File: config.mk
export PLATFORM = sky130hd
export DESIGN_NAME = tile_text_renderer_dirty_cache_core
export DESIGN_NICKNAME = d
export VERILOG_FILES = /design/src/rtl/core/ttrdc_pkg.sv /design/src/rtl/core/tile_text_renderer_dirty_cache_core.sv
export SDC_FILE = /design/constraint.sdc
export NUM_CORES = 2
export LEC_CHECK = 0
export BUFFER_PORTS_ARGS = -buffer_cell sky130_fd_sc_hd__buf_2
export CAP_MARGIN = 20
export CORE_UTILIZATION = 60
export DETAILED_ROUTE_END_ITERATION = 10
export PLACE_DENSITY = 0.76
export SYNTH_ARGS = -nofsm -noshare
export SYNTH_HDL_FRONTEND = slang
export SYNTH_SLANG_ARGS = --single-unit
File: constraint.sdc
create_clock -name clk_i -period 7.05 [get_ports clk_i]
set_input_delay 0.705 -clock clk_i [delete_from_list [all_inputs] [get_ports clk_i]]
set_output_delay 0.705 -clock clk_i [all_outputs]
set_load 0.02 [all_outputs]
File: src/rtl/core/ttrdc_pkg.sv
package ttrdc_pkg;

  // Default panel geometry in tiles.
  localparam int unsigned TileRowsDefault = 4;
  localparam int unsigned TileColsDefault = 16;

  // Glyph and tile geometry.
  localparam int unsigned GlyphWidth  = 5;
  localparam int unsigned GlyphHeight = 7;
  localparam int unsigned BlockSize   = 8;
  localparam int unsigned TileBits    = BlockSize * BlockSize;
  localparam int unsigned GlyphBits   = GlyphWidth * GlyphHeight;

  typedef logic [TileBits-1:0]  tile_t;
  typedef logic [GlyphBits-1:0] glyph_t;

  // Font ROM: seven row patterns, top row first, bit 4 of a row is the left pixel.
  function automatic glyph_t glyph_rows(input logic [7:0] code);
    glyph_t rows;
    case (code)
      8'h25:   rows = {5'h19, 5'h19, 5'h02, 5'h04, 5'h08, 5'h13, 5'h13};
      8'h3A:   rows = {5'h00, 5'h04, 5'h04, 5'h00, 5'h04, 5'h04, 5'h00};
      8'h30:   rows = {5'h0e, 5'h11, 5'h13, 5'h15, 5'h19, 5'h11, 5'h0e};
      8'h31:   rows = {5'h04, 5'h0c, 5'h04, 5'h04, 5'h04, 5'h04, 5'h0e};
      8'h32:   rows = {5'h0e, 5'h11, 5'h01, 5'h02, 5'h04, 5'h08, 5'h1f};
      8'h33:   rows = {5'h1f, 5'h02, 5'h04, 5'h02, 5'h01, 5'h11, 5'h0e};
      8'h34:   rows = {5'h02, 5'h06, 5'h0a, 5'h12, 5'h1f, 5'h02, 5'h02};
      8'h35:   rows = {5'h1f, 5'h10, 5'h1e, 5'h01, 5'h01, 5'h11, 5'h0e};
      8'h36:   rows = {5'h06, 5'h08, 5'h10, 5'h1e, 5'h11, 5'h11, 5'h0e};
      8'h37:   rows = {5'h1f, 5'h01, 5'h02, 5'h04, 5'h08, 5'h08, 5'h08};
      8'h38:   rows = {5'h0e, 5'h11, 5'h11, 5'h0e, 5'h11, 5'h11, 5'h0e};
      8'h39:   rows = {5'h0e, 5'h11, 5'h11, 5'h0f, 5'h01, 5'h02, 5'h1c};
      8'h41:   rows = {5'h0e, 5'h11, 5'h11, 5'h1f, 5'h11, 5'h11, 5'h11};
      8'h43:   rows = {5'h0e, 5'h11, 5'h10, 5'h10, 5'h10, 5'h11, 5'h0e};
      8'h46:   rows = {5'h1f, 5'h10, 5'h10, 5'h1e, 5'h10, 5'h10, 5'h10};
      8'h4C:   rows = {5'h10, 5'h10, 5'h10, 5'h10, 5'h10, 5'h10, 5'h1f};
      8'h4D:   rows = {5'h11, 5'h1b, 5'h15, 5'h15, 5'h11, 5'h11, 5'h11};
      8'h4E:   rows = {5'h11, 5'h19, 5'h15, 5'h13, 5'h11, 5'h11, 5'h11};
      8'h4F:   rows = {5'h0e, 5'h11, 5'h11, 5'h11, 5'h11, 5'h11, 5'h0e};
      8'h50:   rows = {5'h1e, 5'h11, 5'h11, 5'h1e, 5'h10, 5'h10, 5'h10};
      8'h52:   rows = {5'h1e, 5'h11, 5'h11, 5'h1e, 5'h14, 5'h12, 5'h11};
      8'h54:   rows = {5'h1f, 5'h04, 5'h04, 5'h04, 5'h04, 5'h04, 5'h04};
      8'h55:   rows = {5'h11, 5'h11, 5'h11, 5'h11, 5'h11, 5'h11, 5'h0e};
      8'h59:   rows = {5'h11, 5'h11, 5'h0a, 5'h04, 5'h04, 5'h04, 5'h04};
      // Space and every code without a glyph draw blank.
      default: rows = '0;
    endcase
    return rows;
  endfunction

  // Turns a glyph into a column-major tile; glyph column c lands in byte c+1.
  function automatic tile_t render_tile(input logic [7:0] code);
    glyph_t rows;
    tile_t  tile;
    rows = glyph_rows(code);
    tile = '0;
    for (int r = 0; r < GlyphHeight; r++) begin
      for (int c = 0; c < GlyphWidth; c++) begin
        tile[BlockSize*(c+1)+r] =
          rows[(GlyphHeight-1-r)*GlyphWidth + (GlyphWidth-1-c)];
      end
    end
    return tile;
  endfunction

endpackage

File: src/rtl/core/tile_text_renderer_dirty_cache_core.sv
// Channel  Direction  Handshake                Payload
// in       input      in_valid_i / in_ready_o   tile_row_i, tile_col_i, char_code_i, frame_end_i
// out      output     out_valid_o / out_ready_i pixel_x_o, pixel_y_o, column_bits_o
//
// One tile is accepted per cycle unless a tile write waits on a stalled output; a tile
// write moves from the input stage to the output register, waiting while the output stalls.
// The cache memory read is registered together with the input stage.
// Reset clears the stage valid flags and the primed flag; the tile cache is not cleared.
// A stalled output holds back only a tile that must be written; unchanged tiles drain.
module tile_text_renderer_dirty_cache_core
  import ttrdc_pkg::*;
#(
  parameter int unsigned TILE_ROWS = TileRowsDefault,
  parameter int unsigned TILE_COLS = TileColsDefault
) (
  input  logic        clk_i,
  input  logic        rst_ni,
  input  logic        in_valid_i,
  output logic        in_ready_o,
  input  logic [1:0]  tile_row_i,
  input  logic [3:0]  tile_col_i,
  input  logic [7:0]  char_code_i,
  input  logic        frame_end_i,
  output logic        out_valid_o,
  input  logic        out_ready_i,
  output logic [6:0]  pixel_x_o,
  output logic [4:0]  pixel_y_o,
  output logic [63:0] column_bits_o
);

  localparam int unsigned Depth = TILE_ROWS * TILE_COLS;
  localparam int unsigned IdxW  = (Depth > 1) ? $clog2(Depth) : 1;

  // Tile cache memory, one entry per tile.
  tile_t cache_mem [Depth];

  logic            in_accept;
  logic            in_grid_in;
  logic [IdxW-1:0] idx_in;

  logic            s1_valid_q, s1_valid_d;
  logic            s1_grid_q;
  logic [IdxW-1:0] s1_idx_q;
  logic [1:0]      s1_row_q;
  logic [3:0]      s1_col_q;
  tile_t           s1_tile_q;
  logic            s1_last_q;
  tile_t           rd_data_q;
  logic            byp_hit_q;
  tile_t           byp_data_q;
  tile_t           cached;
  logic            s1_emit;
  logic            s1_adv;

  logic            primed_q, primed_d;
  logic            out_valid_q, out_valid_d;
  logic [6:0]      pixel_x_q;
  logic [4:0]      pixel_y_q;
  tile_t           column_bits_q;

  // Grid check and cache index of the incoming tile.
  assign in_grid_in = (32'(tile_row_i) < 32'(TILE_ROWS)) && (32'(tile_col_i) < 32'(TILE_COLS));
  assign idx_in     = IdxW'(32'(tile_row_i) * 32'(TILE_COLS) + 32'(tile_col_i));

  // The stage moves on when its tile needs no output slot or a slot is free.
  assign cached     = byp_hit_q ? byp_data_q : rd_data_q;
  assign s1_emit    = s1_grid_q && (!primed_q || (s1_tile_q != cached));
  assign s1_adv     = s1_valid_q && (!s1_emit || !out_valid_q || out_ready_i);
  assign in_ready_o = !s1_valid_q || s1_adv;
  assign in_accept  = in_valid_i && in_ready_o;

  // Next values of the control registers.
  always_comb begin
    s1_valid_d = s1_valid_q;
    if (in_accept) begin
      s1_valid_d = 1'b1;
    end else if (s1_adv) begin
      s1_valid_d = 1'b0;
    end
    primed_d = primed_q || (s1_adv && s1_last_q);
    out_valid_d = out_valid_q;
    if (s1_adv && s1_emit) begin
      out_valid_d = 1'b1;
    end else if (out_ready_i) begin
      out_valid_d = 1'b0;
    end
  end

  always_ff @(posedge clk_i or negedge rst_ni) begin
    if (!rst_ni) begin
      s1_valid_q  <= 1'b0;
      primed_q    <= 1'b0;
      out_valid_q <= 1'b0;
    end else begin
      s1_valid_q  <= s1_valid_d;
      primed_q    <= primed_d;
      out_valid_q <= out_valid_d;
    end
  end

  // Input stage with the rendered tile, the cache read and a bypass for a write
  // to the same tile in the same cycle.
  always_ff @(posedge clk_i) begin
    if (in_accept) begin
      s1_grid_q  <= in_grid_in;
      s1_idx_q   <= idx_in;
      s1_row_q   <= tile_row_i;
      s1_col_q   <= tile_col_i;
      s1_tile_q  <= render_tile(char_code_i);
      s1_last_q  <= frame_end_i;
      rd_data_q  <= cache_mem[idx_in];
      byp_hit_q  <= s1_adv && s1_emit && (s1_idx_q == idx_in);
      byp_data_q <= s1_tile_q;
    end
  end

  // Cache update for every tile that is written out.
  always_ff @(posedge clk_i) begin
    if (s1_adv && s1_emit) begin
      cache_mem[s1_idx_q] <= s1_tile_q;
    end
  end

  // Output register.
  always_ff @(posedge clk_i) begin
    if (s1_adv && s1_emit) begin
      pixel_x_q     <= {s1_col_q, 3'b000};
      pixel_y_q     <= {s1_row_q, 3'b000};
      column_bits_q <= s1_tile_q;
    end
  end

  assign out_valid_o   = out_valid_q;
  assign pixel_x_o     = pixel_x_q;
  assign pixel_y_o     = pixel_y_q;
  assign column_bits_o = column_bits_q;

  // The primed flag never drops once set.
  assert property (@(posedge clk_i) disable iff (!rst_ni) primed_q |=> primed_q)
    else $error("cache primed flag dropped");

  // Tile bytes outside the glyph columns are always blank.
  assert property (@(posedge clk_i) disable iff (!rst_ni)
    out_valid_o |-> (column_bits_o[7:0] == 8'h00) && (column_bits_o[63:48] == 16'h0000))
    else $error("tile write has bits outside the glyph columns");

  // A tile waiting for a stalled output blocks new input.
  assert property (@(posedge clk_i) disable iff (!rst_ni)
    s1_valid_q && s1_emit && out_valid_q && !out_ready_i |-> !in_ready_o)
    else $error("input taken while the stage is blocked");

  // A transfer in always fills the input stage.
  assert property (@(posedge clk_i) disable iff (!rst_ni) in_accept |=> s1_valid_q)
    else $error("accepted tile lost from the input stage");

endmodule
## Yosys cells after proc, flatten, opt, wreduce, memory -nomap -nowiden

Memories as Yosys holds them, arrays and structs flattened. A register that Yosys moved wholly into a read port is not among the register bits.
Cells that the tools add are included.

- Register bits after elaboration: 192
- Bits in writable memories: 2240
- Input bits: 19
- Output and inout port bits: 78
- Logic and storage cells: 66
- Memories: 1

- $add $sub $neg: 1
- Equality and inequality tests: 26
- Muxes and demuxes: 8
- Reductions and logical operators: 16

Memory list:

| name | words | bits a word | rd ports | clocked after memory_dff | wr ports | line | source |
|---|---|---|---|---|---|---|---|
| cache_mem | 64 | 35 | 1 | 1 | 1 | tile_text_renderer_dirty_cache_core.sv:35 | `tile_t cache_mem [Depth];` |

Operators with widths:

| kind | count |
|---|---|
| 35-bit one-hot mux with 24 select lines | 1 |
| 8-bit by 6-bit equality test with 1-bit output (second input constant) | 12 |
| 8-bit by 7-bit equality test with 1-bit output (second input constant) | 12 |
| 64-bit 2-to-1 mux | 1 |
| 47-bit by 64-bit != test with 1-bit output | 1 |
| 6-bit by 4-bit adder with 6-bit output | 1 |
| 6-bit equality test | 1 |
| 1-bit 2-to-1 mux | 6 |
| 1-bit logical AND | 5 |
| 1-bit logical OR | 5 |
| 1-bit zero test | 4 |
| 2-bit nonzero test | 2 |

## Depth between registers and ports, before layout

- Word-level depth: 10
- Gate-level depth with buffers: 10
- Gate-level depth less buffers: 6

## Worst setup path after synthesis

Ideal clock, no wire load.

- Kind: register to register
- From: reg s1_tile_q[27]
- To: reg byp_data_q[10] (enable)
- Data arrival time: 4.745 ns
- Setup slack: 1.824 ns
- Stages on the path, launching flop included: 6
- Path buffers: 0
- Period minus slack after synthesis: 5.226 ns
- Cells stage by stage: edfxtp_1 > xor2_1 > nand4_1 > or4_1 > nor3_2 > o21a_1

- Word-level cells in the longest chain between the ends: 8

RTL lines:

| what | line | source |
|---|---|---|
| start: declaration | tile_text_renderer_dirty_cache_core.sv:46 | `tile_t s1_tile_q;` |
| start signal: assignment | tile_text_renderer_dirty_cache_core.sv:109 | `s1_tile_q <= render_tile(char_code_i);` |
| 47-bit by 64-bit != test with 1-bit output | tile_text_renderer_dirty_cache_core.sv:67 | `assign s1_emit = s1_grid_q && (!primed_q \|\| (s1_tile_q != cached));` |
| 1-bit logical OR | tile_text_renderer_dirty_cache_core.sv:67 |  |
| 1-bit zero test | tile_text_renderer_dirty_cache_core.sv:68 | `assign s1_adv = s1_valid_q && (!s1_emit \|\| !out_valid_q \|\| out_ready_i);` |
| 1-bit logical OR (2 in a row) | tile_text_renderer_dirty_cache_core.sv:68 |  |
| 1-bit logical AND | tile_text_renderer_dirty_cache_core.sv:68 |  |
| 1-bit logical OR | tile_text_renderer_dirty_cache_core.sv:69 | `assign in_ready_o = !s1_valid_q \|\| s1_adv;` |
| 1-bit logical AND | tile_text_renderer_dirty_cache_core.sv:70 | `assign in_accept = in_valid_i && in_ready_o;` |
| via in_accept | tile_text_renderer_dirty_cache_core.sv:37 | `logic in_accept;` |
| end signal: assignment | tile_text_renderer_dirty_cache_core.sv:113 | `byp_data_q <= s1_tile_q;` |
| end: declaration | tile_text_renderer_dirty_cache_core.sv:50 | `tile_t byp_data_q;` |

The timed path passes the listed nets, and every way through them passes these cells.
A chain may end at the register's enable or synchronous reset.

## Final worst setup path

- From: reg byp_hit_q
- To: reg byp_data_q[27] (enable)

- Word-level cells in the longest chain between the ends: 9

RTL lines:

| what | line | source |
|---|---|---|
| start: declaration | tile_text_renderer_dirty_cache_core.sv:49 | `logic byp_hit_q;` |
| start signal: assignment | tile_text_renderer_dirty_cache_core.sv:112 | `byp_hit_q <= s1_adv && s1_emit && (s1_idx_q == idx_in);` |
| 64-bit 2-to-1 mux | tile_text_renderer_dirty_cache_core.sv:66 | `assign cached = byp_hit_q ? byp_data_q : rd_data_q;` |
| 47-bit by 64-bit != test with 1-bit output | tile_text_renderer_dirty_cache_core.sv:67 |  |
| 1-bit logical OR | tile_text_renderer_dirty_cache_core.sv:67 |  |
| 1-bit zero test | tile_text_renderer_dirty_cache_core.sv:68 |  |
| 1-bit logical OR (2 in a row) | tile_text_renderer_dirty_cache_core.sv:68 |  |
| 1-bit logical AND | tile_text_renderer_dirty_cache_core.sv:68 |  |
| 1-bit logical OR | tile_text_renderer_dirty_cache_core.sv:69 |  |
| 1-bit logical AND | tile_text_renderer_dirty_cache_core.sv:70 |  |
| via in_accept | tile_text_renderer_dirty_cache_core.sv:37 |  |

The timed path passes the listed nets, and every way through them passes these cells.

==> flow_summary_export.csv <==
group,metric,value,unit
global_routing,grt_max_degree,116,
clocking,ctsHtreeMaxLevel,4,
placement,place.gp.congestion,0.916,
global_routing,first_pass_grt_wire_length,329,mm
timing,setup_total_negative_slack,0,ns
final_layout,layout.filler_cells,9033,
floorplanning,die_x,395,um
clocking,cts_inserted_buffers,214,
critical_path,cpMostUsedCell,"buf_4",
power_and_ir_drop,power_per_cell_area,279,nW/um2
critical_path,crit_path_top_delay_cell,"o21a_4",
timing,tightest_slew,1.10,ns
clocking,postCtsSetupBuffers,0,
critical_path,timing.setup.critical_path_class,"reg2reg",
yosys,synth-edff-count,2394,
global_routing,grt_util_all_layers,30.1,%
timing,period_needed,4.43,ns
min_path,worstHoldPathType,"in2reg",
final_layout,num-nets-final,4377,
status,run_status,"finished, final reports clean",
yosys,postSynthRegisterBits,2397,
power_and_ir_drop,worst_ir_drop_vdd,0.232,mV
floorplanning,die_area,156000,um2
clocking,max-clock-path-buffers,3,
yosys,synth-async-reset-ratio,0.125,%
global_routing,grt_pass1_vias,45100,
yosys,ys_seq_area_share,77.5,%
power_and_ir_drop,p_leak,0.0325,uW
clocking,clk_root_buffer_cell,"clkbuf_16",
floorplanning,io_pins,97,
critical_path,cp.arrival,4.90,ns
timing,worst_clock_skew,0.0319,ns
route,vias_per_cell,6.92,
critical_path,cp_data_required_time,7.52,ns
route,route.detailed.wl_per_inst,35.5,um
route,dr_total_vias,45300,
placement,dp_hpwl,115,mm
yosys,ys.warnings.count,0,
floorplanning,design.core.area,153000,um2
placement,placed_cells,6170,
route,ant_nets,0,
clocking,cts_tree,"done",
timing,rsz_0062_raised_after_global_routing,"no",
clocking,clkSlewWorstSetupHoldPaths,0.06,ns
timing,worst_hold_slack,0.109,ns
final_layout,drive_above_1_share,27.1,%
timing,slew_headroom,26.1,%
job,cap_viol_max_count,0,
yosys,synthCells,4160,
yosys,synth.distinct_cells,61,
floorplanning,placementRows,143,
timing,timing.final.setup_violations,0,
critical_path,cp_cell_sequence,"buf_4 > mux2i_1 > xor2_1 > nand4_1 > or4_1 > nor3_2 > o21a_4 > buf_4",
floorplanning,start_util,60.7,%
timing,timing.final.crit_share,62.8,%
critical_path,max_stage_delay,0.90,ns
route,routed_wire_length,232,mm
global_routing,grt.overflow.total,0,
route,drc,0,
timing,fmaxAchievable,226,MHz
final_layout,area.growth.synth_to_final,11.1,%
timing,finalWorstSetupSlack,2.62,ns
power_and_ir_drop,p_total,28800,uW
clocking,cts_sinks,2397,
final_layout,most-common-layout-cells,"edfxtp_1 (2,394), mux4_2 (596), clkbuf_16 (222)",
critical_path,crit_fanout,69,
critical_path,startpoint_type,"flip-flop",
route,dr.first_iter.drc_count,7107,
route,firstDrtPassIters,6,
placement,io_buffers,61,
critical_path,crit_end_category,"flip-flop",
floorplanning,dieHeight,395,um
timing,final-hold-violation-count,0,
timing,final_max_tran_viols,0,
final_layout,layoutNonFillerInstCount,6553,
placement,setup_slack_at_placement,2.74,ns
clocking,clk_latency,0.85,ns
final_layout,most_common_library_cell_in_the_layout_ignoring_fill_and_taps,"edfxtp_1",
yosys,ys.flop_type,"edfxtp_1",
yosys,syn_area_per_cell,22.3,um2
global_routing,number_of_antenna_violations_at_the_first_check_in_global_routing,11,
yosys,synth.cell_area,92800,um2
==> area by class of cell <==
type	count	area (um2)	area share (%)
sequential	2397	72000	69.8
multi-input combinational	1524	20200	19.6
clock buffer	271	5800	5.63
tap	2030	2540	2.46
timing repair buffer	214	1700	1.65
clock inverter	109	867	0.841
inverter	7	26.3	0.0255
antenna	1	2.50	0.00243
==> kinds of logic after synthesis <==
group	share of synthesized area [%]
AND/OR/NAND/NOR	1.89
flip-flops	77.5
buffers and inverters	1.40
other	0.00404
multiplexers	16.6
AO/OA/AOI/OAI	2.19
XOR/XNOR	0.396
==> power breakdown <==
part,total [uW],internal [uW],switching (uW)
Clock,11200,6240,5000
Sequential,15900,15900,56.5
Combinational,1650,548,1100
Total,28800,22600,6160
==> cells in the mapped netlist (3+ instances only) <==
cell type | count | share of area, %
nor2b_1 | 66 | 0.44
nor4_2 | 3 | 0.040
o221ai_1 | 27 | 0.25
o311ai_4 | 4 | 0.11
a21o_1 | 3 | 0.024
nor3_1 | 11 | 0.059
buf_1 | 37 | 0.15
mux4_2 | 596 | 14
or2_2 | 3 | 0.020
a21oi_1 | 96 | 0.52
o21a_1 | 3 | 0.024
a211oi_1 | 80 | 0.65
buf_4 | 35 | 0.28
inv_1 | 6 | 0.024
a22oi_1 | 19 | 0.15
xnor2_1 | 31 | 0.29
a31oi_1 | 6 | 0.040
nor4_1 | 11 | 0.074
nor2_1 | 120 | 0.49
mux2i_1 | 140 | 1.5
edfxtp_1 | 2394 | 77
xor2_1 | 11 | 0.10
or3_1 | 3 | 0.020
buf_2 | 66 | 0.36
nand2b_1 | 12 | 0.081
dfrtp_1 | 3 | 0.081
nand2_1 | 86 | 0.35
clkbuf_1 | 121 | 0.49
nand3_1 | 19 | 0.10
buf_6 | 5 | 0.061
o31ai_1 | 3 | 0.024
o22ai_1 | 6 | 0.040
nand4_1 | 4 | 0.027
mux2_2 | 52 | 0.63
o21ai_0 | 47 | 0.25
==> metal layers <==
layer | vias to the layer above | wire length, um | track usage, %
met3 | 476 | 29800 | 7.31
met2 | 3380 | 110000 | 46.2
li1 | 17800 | - | -
met1 | 23600 | 82900 | 42.4
met5 | - | 65 | 0
met4 | 10 | 9980 | 11.9
==> state kept, by name, summed over array words and instances, names as in the netlist <==
name,count
byp_hit_q,1
s1_valid_q,1
byp_data_q,35
s1_idx_q,6
out_valid_o,1
pixel_x_o,4
pixel_y_o,2
column_bits_o,35
s1_last_q,1
rd_data_q,35
cache_mem,2240
primed_q,1
s1_tile_q,35
==> timing repair <==
item / in CTS / in global routing
endpoints found under the setup margin: 0 / 0
resized for setup: 0 / 0
hold buffers: 1 / 0
hold endpoints to repair: 3 / 0
==> critical path, delay by kind of cell, from the launching register on <==
kind                   cells  cell delay (ns)
multiplexers               1             0.29
XOR/XNOR                   1             0.22
buffers and inverters      2             1.17
AO/OA/AOI/OAI              1             0.90
AND/OR/NAND/NOR            3             1.05
flip-flops                 1             0.32
==> stage by stage <==
| stage | util [%] | cell area [um2] |
|---|---|---|
| 2_1_floorplan | - | 93000 |
| 3_3_place_gp | 63.1 | 96400 |
| 3_5_place_dp | 63.1 | 96400 |
| 4_1_cts | 67.5 | 103000 |
| 5_1_grt | 67.5 | 103000 |
| 6_report | 67.5 | 103000 |
==> worst paths after layout <==
kind                       cells after the start                       end                 from  slack, ns
max in group asynchronous                      2        primed_q$_DFF_PN0_               rst_ni       6.58
min reg2reg                                    1        primed_q$_DFF_PN0_  s1_last_q$_DFFE_PP_       0.47
min                                            2    s1_valid_q$_DFFE_PN0P_           in_valid_i       0.11
max                                            8  byp_data_q[27]$_DFFE_PP_  byp_hit_q$_DFFE_PP_       2.62
max reg2reg                                    8  byp_data_q[27]$_DFFE_PP_  byp_hit_q$_DFFE_PP_       2.62
min in group asynchronous                      2    s1_valid_q$_DFFE_PN0P_               rst_ni       0.27
Note: power is estimated with default switching activity, not from simulation.
